## src/design/npps_pkg.sv

```systemverilog
`timescale 1ns / 1ps

package npps_pkg;

    localparam int unsigned MAX_TASKS_DEF      = 16;
    localparam int unsigned TIME_WIDTH_DEF     = 16;
    localparam int unsigned PRIORITY_WIDTH_DEF = 8;

    typedef enum logic [2:0] {
        ST_EMPTY    = 3'd0,
        ST_WAITING  = 3'd1,
        ST_READY    = 3'd2,
        ST_RUNNING  = 3'd3,
        ST_FINISHED = 3'd4
    } npps_status_t;

    typedef enum logic [0:0] {
        CMD_LOAD = 1'b0,
        CMD_TICK = 1'b1
    } npps_cmd_t;

    typedef struct packed {
        logic rd_en;
        logic load_we;
        logic stat_we;
    } npps_tbl_ctl_t;

endpackage

```

## src/design/npps_table.sv

```systemverilog
`timescale 1ns / 1ps

module npps_table import npps_pkg::*; #(
    parameter int unsigned MAX_TASKS      = MAX_TASKS_DEF,
    parameter int unsigned TIME_WIDTH     = TIME_WIDTH_DEF,
    parameter int unsigned PRIORITY_WIDTH = PRIORITY_WIDTH_DEF
) (
    input  logic                      aclk,
    input  logic                      aresetn,
    input  npps_tbl_ctl_t             ctl,
    input  logic [$clog2(MAX_TASKS)-1:0] rd_addr,
    input  logic [$clog2(MAX_TASKS)-1:0] wr_addr,
    input  npps_status_t              wr_status,
    input  logic [TIME_WIDTH-1:0]     ld_arrival,
    input  logic [TIME_WIDTH-1:0]     ld_burst,
    input  logic [PRIORITY_WIDTH-1:0] ld_priority,
    output npps_status_t              rd_status,
    output logic [TIME_WIDTH-1:0]     rd_arrival,
    output logic [TIME_WIDTH-1:0]     rd_burst,
    output logic [PRIORITY_WIDTH-1:0] rd_priority
);

    localparam int unsigned DW = 2 * TIME_WIDTH + PRIORITY_WIDTH;

    npps_status_t        stat_mem [MAX_TASKS];
    logic [DW-1:0]       data_mem [MAX_TASKS];
    logic [MAX_TASKS-1:0] valid_reg;

    npps_status_t        stat_q;
    logic                vld_q;
    logic [DW-1:0]       data_q;

    always_ff @(posedge aclk) begin
        if (!aresetn) begin
            valid_reg <= '0;
        end else if (ctl.load_we) begin
            valid_reg[wr_addr] <= 1'b1;
        end
    end

    always_ff @(posedge aclk) begin
        priority if (ctl.load_we) begin
            stat_mem[wr_addr] <= ST_WAITING;
            data_mem[wr_addr] <= {ld_priority, ld_burst, ld_arrival};
        end else if (ctl.stat_we) begin
            stat_mem[wr_addr] <= wr_status;
        end
    end

    always_ff @(posedge aclk) begin
        if (ctl.rd_en) begin
            stat_q <= stat_mem[rd_addr];
            vld_q  <= valid_reg[rd_addr];
            data_q <= data_mem[rd_addr];
        end
    end

    assign rd_status   = vld_q ? stat_q : ST_EMPTY;
    assign rd_arrival  = data_q[TIME_WIDTH-1:0];
    assign rd_burst    = data_q[2*TIME_WIDTH-1:TIME_WIDTH];
    assign rd_priority = data_q[DW-1:2*TIME_WIDTH];

    a_single_write: assert property (@(posedge aclk) disable iff (!aresetn)
        !(ctl.load_we && ctl.stat_we))
        else $error("Load and status write collide in the task table.");

    a_load_sets_valid: assert property (@(posedge aclk) disable iff (!aresetn)
        ctl.load_we |=> valid_reg[$past(wr_addr)])
        else $error("A loaded slot is not marked valid.");

endmodule

```

## src/design/nonpreemptive_priority_scheduler_top.sv

```systemverilog
`timescale 1ns / 1ps
// Non-preemptive priority scheduler over a table of task slots.
// Requests arrive on the s_ channel: s_tuser selects a load (0) or a tick (1);
// a load fills one slot (arrival time, burst length, priority) unless it runs.
// Each tick request produces one result on the m_ channel giving the tick, the
// slot that ran, whether it was dispatched or finished, end time, turnaround
// and whether all loaded tasks are done. Loads produce no result.
// A load request is written straight into the table. A tick request occupies
// the block for a scan state, a drain state and a commit state: the scan reads
// one task entry per cycle from the task memory, promoting arrived tasks and
// picking the highest-priority ready slot when no task runs, then the commit
// state writes the result into the output register.
// The block accepts the next request while a result waits in the output
// register; a tick only stalls in its commit cycle if that register is
// still occupied because the receiver holds m_tready low.
// Reset (aresetn low, synchronous) empties every slot through per-slot valid
// bits, clears the time counter and the running task; no clearing pass runs.
module nonpreemptive_priority_scheduler_top import npps_pkg::*; #(
    parameter int unsigned MAX_TASKS      = MAX_TASKS_DEF,
    parameter int unsigned TIME_WIDTH     = TIME_WIDTH_DEF,
    parameter int unsigned PRIORITY_WIDTH = PRIORITY_WIDTH_DEF,
    localparam int unsigned SW        = $clog2(MAX_TASKS),
    localparam int unsigned IN_BITS   = SW + 2 * TIME_WIDTH + PRIORITY_WIDTH,
    localparam int unsigned S_TDATA_W = ((IN_BITS + 7) / 8) * 8,
    localparam int unsigned OUT_BITS  = 3 * TIME_WIDTH + SW + 4,
    localparam int unsigned M_TDATA_W = ((OUT_BITS + 7) / 8) * 8
) (
    input  logic                 aclk,
    input  logic                 aresetn,
    input  logic                 s_tvalid,
    output logic                 s_tready,
    // slot, arrival_time, burst_length, priority_level
    input  logic [S_TDATA_W-1:0] s_tdata,
    // command
    input  logic                 s_tuser,
    output logic                 m_tvalid,
    input  logic                 m_tready,
    // time_slot, running_valid, running_slot, dispatched, finished,
    // end_time, turnaround, all_done
    output logic [M_TDATA_W-1:0] m_tdata
);

    localparam int unsigned CW = $clog2(MAX_TASKS + 1);
    localparam logic [TIME_WIDTH-1:0] TIME_MAX = '1;

    typedef enum logic [3:0] {
        S_IDLE  = 4'b0001,
        S_SCAN  = 4'b0010,
        S_DRAIN = 4'b0100,
        S_FINAL = 4'b1000
    } state_t;

    state_t state_reg, state_next;

    logic [TIME_WIDTH-1:0]     now_tick_reg, now_tick_next;
    logic                      busy_reg, busy_next;
    logic [SW-1:0]             active_reg, active_next;
    logic [TIME_WIDTH-1:0]     ticks_left_reg, ticks_left_next;
    logic [TIME_WIDTH-1:0]     active_arr_reg, active_arr_next;

    logic [SW-1:0]             rd_idx_reg, rd_idx_next;
    logic                      pv_reg;
    logic [SW-1:0]             pidx_reg;

    logic                      found_reg, found_next;
    logic [SW-1:0]             best_idx_reg, best_idx_next;
    logic [PRIORITY_WIDTH-1:0] best_prio_reg, best_prio_next;
    logic [TIME_WIDTH-1:0]     best_burst_reg, best_burst_next;
    logic [TIME_WIDTH-1:0]     best_arr_reg, best_arr_next;
    logic [CW-1:0]             pend_cnt_reg, pend_cnt_next;

    logic                      m_valid_reg, m_valid_next;
    logic [M_TDATA_W-1:0]      m_tdata_reg, m_tdata_next;

    npps_tbl_ctl_t             tbl_ctl;
    logic [SW-1:0]             tbl_wr_addr;
    npps_status_t              tbl_wr_status;
    npps_status_t              rd_status;
    logic [TIME_WIDTH-1:0]     rd_arrival;
    logic [TIME_WIDTH-1:0]     rd_burst;
    logic [PRIORITY_WIDTH-1:0] rd_priority;

    logic                      in_fire;
    npps_cmd_t                 in_cmd;
    logic [SW-1:0]             in_slot;
    logic [TIME_WIDTH-1:0]     in_arrival;
    logic [TIME_WIDTH-1:0]     in_burst;
    logic [TIME_WIDTH-1:0]     ld_burst;
    logic [PRIORITY_WIDTH-1:0] in_prio;
    logic                      load_ok;

    logic                      promote;
    logic                      now_ready;
    logic                      pending;
    logic                      take;

    logic                      final_fire;
    logic                      run;
    logic                      disp;
    logic                      fin;
    logic [SW-1:0]             run_slot;
    logic [TIME_WIDTH-1:0]     left0;
    logic [TIME_WIDTH-1:0]     left1;
    logic [TIME_WIDTH-1:0]     run_arr;
    logic [TIME_WIDTH-1:0]     end_t;
    logic [TIME_WIDTH-1:0]     turn;
    logic                      done;

    assign s_tready = (state_reg == S_IDLE);
    assign in_fire  = s_tvalid && s_tready;
    assign in_cmd   = npps_cmd_t'(s_tuser);
    assign in_slot    = s_tdata[SW-1:0];
    assign in_arrival = s_tdata[SW+TIME_WIDTH-1:SW];
    assign in_burst   = s_tdata[SW+2*TIME_WIDTH-1:SW+TIME_WIDTH];
    assign in_prio    = s_tdata[IN_BITS-1:SW+2*TIME_WIDTH];
    assign ld_burst   = (in_burst == '0) ? TIME_WIDTH'(1) : in_burst;
    assign load_ok    = ({1'b0, in_slot} < (SW + 1)'(MAX_TASKS))
                     && !(busy_reg && (in_slot == active_reg));

    assign promote   = pv_reg && (rd_status == ST_WAITING) && (rd_arrival <= now_tick_reg);
    assign now_ready = pv_reg && ((rd_status == ST_READY) || promote);
    assign pending   = pv_reg && ((rd_status == ST_WAITING) || (rd_status == ST_READY)
                                  || (rd_status == ST_RUNNING));
    assign take      = now_ready && !busy_reg
                    && (!found_reg || (rd_priority > best_prio_reg));

    assign final_fire = (state_reg == S_FINAL) && !(m_valid_reg && !m_tready);
    assign disp     = !busy_reg && found_reg;
    assign run      = busy_reg || found_reg;
    assign run_slot = busy_reg ? active_reg : best_idx_reg;
    assign left0    = busy_reg ? ticks_left_reg : best_burst_reg;
    assign left1    = (left0 != '0) ? left0 - TIME_WIDTH'(1) : '0;
    assign fin      = run && (left1 == '0);
    assign run_arr  = busy_reg ? active_arr_reg : best_arr_reg;
    assign end_t    = (now_tick_reg < TIME_MAX) ? now_tick_reg + TIME_WIDTH'(1) : TIME_MAX;
    assign turn     = (end_t >= run_arr) ? end_t - run_arr : '0;
    assign done     = (pend_cnt_reg == '0) || ((pend_cnt_reg == CW'(1)) && fin);

    always_comb begin
        tbl_ctl.rd_en   = (state_reg == S_SCAN);
        tbl_ctl.load_we = in_fire && (in_cmd == CMD_LOAD) && load_ok;
        tbl_ctl.stat_we = 1'b0;
        tbl_wr_addr     = in_slot;
        tbl_wr_status   = ST_READY;
        unique case (state_reg)
            S_IDLE: begin
                tbl_wr_addr = in_slot;
            end
            S_SCAN, S_DRAIN: begin
                tbl_ctl.stat_we = promote;
                tbl_wr_addr     = pidx_reg;
            end
            S_FINAL: begin
                tbl_ctl.stat_we = final_fire && run;
                tbl_wr_addr     = run_slot;
                tbl_wr_status   = fin ? ST_FINISHED : ST_RUNNING;
            end
            default: begin
                tbl_wr_addr = in_slot;
            end
        endcase
    end

    always_comb begin
        state_next      = state_reg;
        rd_idx_next     = rd_idx_reg;
        now_tick_next   = now_tick_reg;
        busy_next       = busy_reg;
        active_next     = active_reg;
        ticks_left_next = ticks_left_reg;
        active_arr_next = active_arr_reg;
        found_next      = found_reg;
        best_idx_next   = best_idx_reg;
        best_prio_next  = best_prio_reg;
        best_burst_next = best_burst_reg;
        best_arr_next   = best_arr_reg;
        pend_cnt_next   = pend_cnt_reg;
        m_tdata_next    = m_tdata_reg;
        m_valid_next    = m_valid_reg && !m_tready;

        if (take) begin
            found_next      = 1'b1;
            best_idx_next   = pidx_reg;
            best_prio_next  = rd_priority;
            best_burst_next = rd_burst;
            best_arr_next   = rd_arrival;
        end
        if (pending) begin
            pend_cnt_next = pend_cnt_reg + CW'(1);
        end

        unique case (state_reg)
            S_IDLE: begin
                if (in_fire && (in_cmd == CMD_TICK)) begin
                    state_next    = S_SCAN;
                    rd_idx_next   = '0;
                    found_next    = 1'b0;
                    pend_cnt_next = '0;
                end
            end
            S_SCAN: begin
                rd_idx_next = rd_idx_reg + SW'(1);
                if (rd_idx_reg == SW'(MAX_TASKS - 1)) begin
                    state_next = S_DRAIN;
                end
            end
            S_DRAIN: begin
                state_next = S_FINAL;
            end
            S_FINAL: begin
                if (final_fire) begin
                    state_next   = S_IDLE;
                    m_valid_next = 1'b1;
                    if (run) begin
                        busy_next       = !fin;
                        active_next     = run_slot;
                        ticks_left_next = left1;
                        active_arr_next = run_arr;
                    end
                    if (now_tick_reg < TIME_MAX) begin
                        now_tick_next = now_tick_reg + TIME_WIDTH'(1);
                    end
                    m_tdata_next = '0;
                    m_tdata_next[OUT_BITS-1:0] = {
                        done,
                        fin ? turn : {TIME_WIDTH{1'b0}},
                        fin ? end_t : {TIME_WIDTH{1'b0}},
                        fin,
                        disp,
                        run ? run_slot : {SW{1'b0}},
                        run,
                        now_tick_reg
                    };
                end
            end
            default: begin
                state_next = S_IDLE;
            end
        endcase
    end

    always_ff @(posedge aclk) begin
        if (!aresetn) begin
            state_reg      <= S_IDLE;
            now_tick_reg   <= '0;
            busy_reg       <= 1'b0;
            active_reg     <= '0;
            ticks_left_reg <= '0;
            rd_idx_reg     <= '0;
            pv_reg         <= 1'b0;
            found_reg      <= 1'b0;
            pend_cnt_reg   <= '0;
            m_valid_reg    <= 1'b0;
        end else begin
            state_reg      <= state_next;
            now_tick_reg   <= now_tick_next;
            busy_reg       <= busy_next;
            active_reg     <= active_next;
            ticks_left_reg <= ticks_left_next;
            rd_idx_reg     <= rd_idx_next;
            pv_reg         <= (state_reg == S_SCAN);
            found_reg      <= found_next;
            pend_cnt_reg   <= pend_cnt_next;
            m_valid_reg    <= m_valid_next;
        end
    end

    always_ff @(posedge aclk) begin
        pidx_reg       <= rd_idx_reg;
        active_arr_reg <= active_arr_next;
        best_idx_reg   <= best_idx_next;
        best_prio_reg  <= best_prio_next;
        best_burst_reg <= best_burst_next;
        best_arr_reg   <= best_arr_next;
        m_tdata_reg    <= m_tdata_next;
    end

    assign m_tvalid = m_valid_reg;
    assign m_tdata  = m_tdata_reg;

    npps_table #(
        .MAX_TASKS      (MAX_TASKS),
        .TIME_WIDTH     (TIME_WIDTH),
        .PRIORITY_WIDTH (PRIORITY_WIDTH)
    ) u_table (
        .aclk        (aclk),
        .aresetn     (aresetn),
        .ctl         (tbl_ctl),
        .rd_addr     (rd_idx_reg),
        .wr_addr     (tbl_wr_addr),
        .wr_status   (tbl_wr_status),
        .ld_arrival  (in_arrival),
        .ld_burst    (ld_burst),
        .ld_priority (in_prio),
        .rd_status   (rd_status),
        .rd_arrival  (rd_arrival),
        .rd_burst    (rd_burst),
        .rd_priority (rd_priority)
    );

    a_busy_has_work: assert property (@(posedge aclk) disable iff (!aresetn)
        busy_reg |-> (ticks_left_reg != '0))
        else $error("A running task has no ticks left.");

    a_commit_gives_result: assert property (@(posedge aclk) disable iff (!aresetn)
        final_fire |=> m_valid_reg)
        else $error("A committed tick did not produce a result.");

    a_time_monotonic: assert property (@(posedge aclk) disable iff (!aresetn)
        $past(aresetn) |-> (now_tick_reg >= $past(now_tick_reg)))
        else $error("The time counter moved backward.");

endmodule

```

## config.mk

```make
export PLATFORM = sky130hd
export DESIGN_NAME = nonpreemptive_priority_scheduler_top
export DESIGN_NICKNAME = d
export VERILOG_FILES = /design/src/design/npps_pkg.sv /design/src/design/npps_table.sv /design/src/design/nonpreemptive_priority_scheduler_top.sv
export SDC_FILE = /design/constraint.sdc
export NUM_CORES = 1
export LEC_CHECK = 0
export BUFFER_PORTS_ARGS = -buffer_cell sky130_fd_sc_hd__buf_2
export CAP_MARGIN = 20
export CORE_MARGIN = 10
export CORE_UTILIZATION = 60
export DETAILED_ROUTE_END_ITERATION = 7
export GPL_TIMING_DRIVEN = 0
export PLACE_DENSITY = 0.77
export SYNTH_ARGS = -nofsm -noshare
export SYNTH_HDL_FRONTEND = slang
export SYNTH_HIERARCHICAL = 1
export SYNTH_SLANG_ARGS = --single-unit
export TNS_END_PERCENT = 5
```

## constraint.sdc

```tcl
create_clock -name aclk -period 7.62 [get_ports aclk]
set_input_delay 0.762 -clock aclk [delete_from_list [all_inputs] [get_ports aclk]]
set_output_delay 0.762 -clock aclk [all_outputs]
set_load 0.05 [all_outputs]
```

==> impl_metrics.ini <==
[outcome]
outcome = finished, final reports clean

[sta]
slew_headroom = 0.210
tightestPinTransition_ns = 1.17
fmax_mhz = 163
hold_viol_final = 0
slew_violations = 0
min_period_ns = 6.13
skew_ns = 0.0205
finalSetupTns_ns = 0
worst_slack_ns = 1.49
post-route-period-util = 0.805
setup_viol = 0
rsz0062_at_grt = false

[global_routing]
grt_remaining_overflow = 0
antenna_found_initial = 6
grt_max_degree = 54
grt.total_usage = 0.254
grt_pass1_wl_um = 134000
grt_pass1_vias = 20900

[drt]
ant_nets = 0
vias_per_cell = 6.47
dr.pass1.iters = 6
wirelength_um = 89900
wl_per_cell_um = 28.6
drtIter0Drc = 2287
vias = 20400
drc = 0

[final_layout]
nets = 2391
regArea_sq_um = 26900
layout.cells.non_filler = 3146
largest_reg_flops = 640
layout_common_cells = edfxtp_1 (848), mux4_2 (176), buf_2 (117), nand2_1 (108)
area_delta_synth_final_pct = 14.7
final_common_cell = edfxtp_1
design_area_sq_um = 42300
layout-drive-gt1-share = 0.227
fillerInstances = 3658
multiInputGateArea_sq_um = 9310

[clock_network]
cts.path.max_buffers = 3
path_clk_slew_ns = 0.06
cts_buffers = 91
cts_tree = built
cts_hold_buf = 0
cts_root_buffer = clkbuf_16
insertion_delay_ns = 0.65
htree_levels = 3
cts_resized = 0
cts_setup_buffers = 0
cts_sinks = 921

[placed_design]
post-place-ws_ns = 1.63
dpl_cell_area_sq_um = 39400
hpwl_um = 58700
portBuffers = 105
gp_congestion = 0.877
dp.cells = 2980

[logic_synthesis]
syn_inst = 2043
avgSynthCellArea_sq_um = 18.0
synth_flop_cell = edfxtp_1
synth_top_area_share = 0.691
synth_edf_count = 848
synth_seq_area_share = 0.730
synth_fa_ha_area_frac = 0.0162
synth_seq_cells = 921
synth-async-reset-ratio = 0
synth_top_family_by_area = multiplexers
yosysTopAreaCell = edfxtp_1
synth_compound_area_frac = 0.0480
syn_nets = 2143
synth_top_cells_by_area = edfxtp_1 (69%), mux4_2 (11%), dfxtp_1 (4.0%)
yosysWarnings = 6
syn_area_sq_um = 36900
yosys.area_share.simple = 0.0536
synth_xor_area_frac = 0.0128
synthMuxAreaShare = 0.119
synth_cell_types = 69

[worst_setup_path]
crit_path_start_kind = register
crit_arrival_ns = 6.50
rr_startpoint = busy_reg$_SDFFE_PN0P_
critPathKind = reg2reg
timing.rr.end = m_tdata[51]$_SDFFCE_PN0P_
rr_worst_depth = 17
critPathMaxFanout = 10
reg2reg_slack_ns = 1.49
end_kind = register
crit_required_ns = 7.98
crit_path_start = busy_reg$_SDFFE_PN0P_
crit_end = m_tdata[51]$_SDFFCE_PN0P_

[pwr]
p_per_area_nw_per_um2 = 239
ir_worst_vdd_mv = 0.192
p_leak_nw = 13.7

[floorplanning]
fp-row-count = 90
io_pins = 111
die_area_sq_um = 71800
fp.dieW_um = 268
die_y_um = 268
core_sq_um = 60600
initial_utilization = 0.609

[min_path]
min_path_cells = 0
min_path_type = reg2reg

[run]
maxCapViolations = 0
==> kinds of logic after synthesis <==
kind of cell    Yosys count
mux                     216
xor+xnor                 54
fa+ha+maj                47
compound gates          249
flops                   921
simple gates            392
buf+inv                 164
==> where the power goes <==
group	internal [W]	total, W	switching, W	leakage (nW)
registers	0.00553	0.00554	0.0000100	8.24
clock network	0.00252	0.00437	0.00184	1.42
logic	0.0000685	0.000209	0.000140	4.09
total	0.00812	0.0101	0.00199	13.7
==> cells in the mapped netlist (all sizes together), types with 3 or more instances <==
library cell,count
a21boi,14
a21o,8
a21oi,40
a221o,4
a22oi,94
a31oi,6
and2,21
and3,8
buf,43
clkbuf,68
dfxtp,73
edfxtp,848
ha,46
inv,52
mux2,7
mux2i,33
mux4,176
nand2,108
nand2b,17
nand3,25
nand3b,4
nand4,7
nor2,82
nor2b,19
nor3,49
nor3b,9
nor4,12
nor4b,7
o211a,6
o211ai,4
o21a,22
o21ai,32
o21bai,3
o311ai,3
o31ai,3
or3,12
or4b,3
xnor2,33
xor2,21
==> per-layer routing <==
| metal | vias up | wire [um] | part of all wire | GRT usage |
|---|---|---|---|---|
| met2 | 1114 | 44800 | 0.50 | 0.430 |
| met5 | - | 35 | 0.00039 | 0 |
| met3 | 227 | 8600 | 0.096 | 0.0516 |
| met4 | 6 | 3450 | 0.038 | 0.101 |
| li1 | 8636 | - | - | - |
| met1 | 10400 | 33000 | 0.37 | 0.320 |
==> critical path, cell delays in order, from the launching register on <==
cell and delay (ns):
dfxtp_1 0.50, buf_6 0.20, buf_6 0.15, buf_6 0.16, buf_4 0.25, buf_1 0.54
clkbuf_1 0.80, mux2_2 0.33, ha_1 0.20, fa_1 0.20, nand2b_1 0.16, a21oi_1 0.15
o21ai_0 0.46, a21oi_1 0.18, or3_1 0.37, a21oi_1 0.58, clkbuf_1 0.48, nor3_1 0.12
==> through the flow <==
stage | hold slack (ns) | utilization | power (W)
2_1_floorplan | 0.377 | - | 0.00575
3_3_place_gp | 0.396 | 0.633 | 0.00583
3_5_place_dp | 0.405 | 0.650 | 0.00585
4_1_cts | 0.421 | 0.698 | 0.0102
5_1_grt | 0.429 | 0.698 | 0.0104
6_report | 0.419 | 0.698 | 0.0101
==> cell type report <==
| cell class | instances | area share |
|---|---|---|
| diodes | 2 | 0.000118 |
| plain buffers | 111 | 0.0132 |
| clock buffers | 120 | 0.0584 |
| clock inverters | 44 | 0.0103 |
| inverters | 53 | 0.00470 |
| multi-input cells | 958 | 0.220 |
| flip-flops and latches | 921 | 0.637 |
| well taps | 782 | 0.0231 |
| repair buffers | 155 | 0.0334 |
==> worst min path at each step <==
stage,start,end,slack [ns]
finish,u_table/data_q[27]$_DFFE_PP_,best_burst_reg[11]$_DFFE_PP_,0.42
floorplan,rd_idx_reg[1]$_SDFFE_PN0P_,pidx_reg[1]$_DFF_P_,0.38
CTS,u_table/data_q[27]$_DFFE_PP_,best_burst_reg[11]$_DFFE_PP_,0.42
global route,u_table/data_q[30]$_DFFE_PP_,best_burst_reg[14]$_DFFE_PP_,0.43
detailed placement,u_table/data_q[17]$_DFFE_PP_,best_burst_reg[1]$_DFFE_PP_,0.41
global placement,rd_idx_reg[1]$_SDFFE_PN0P_,pidx_reg[1]$_DFF_P_,0.40
No activity file was read; power rests on OpenSTA's default activity.
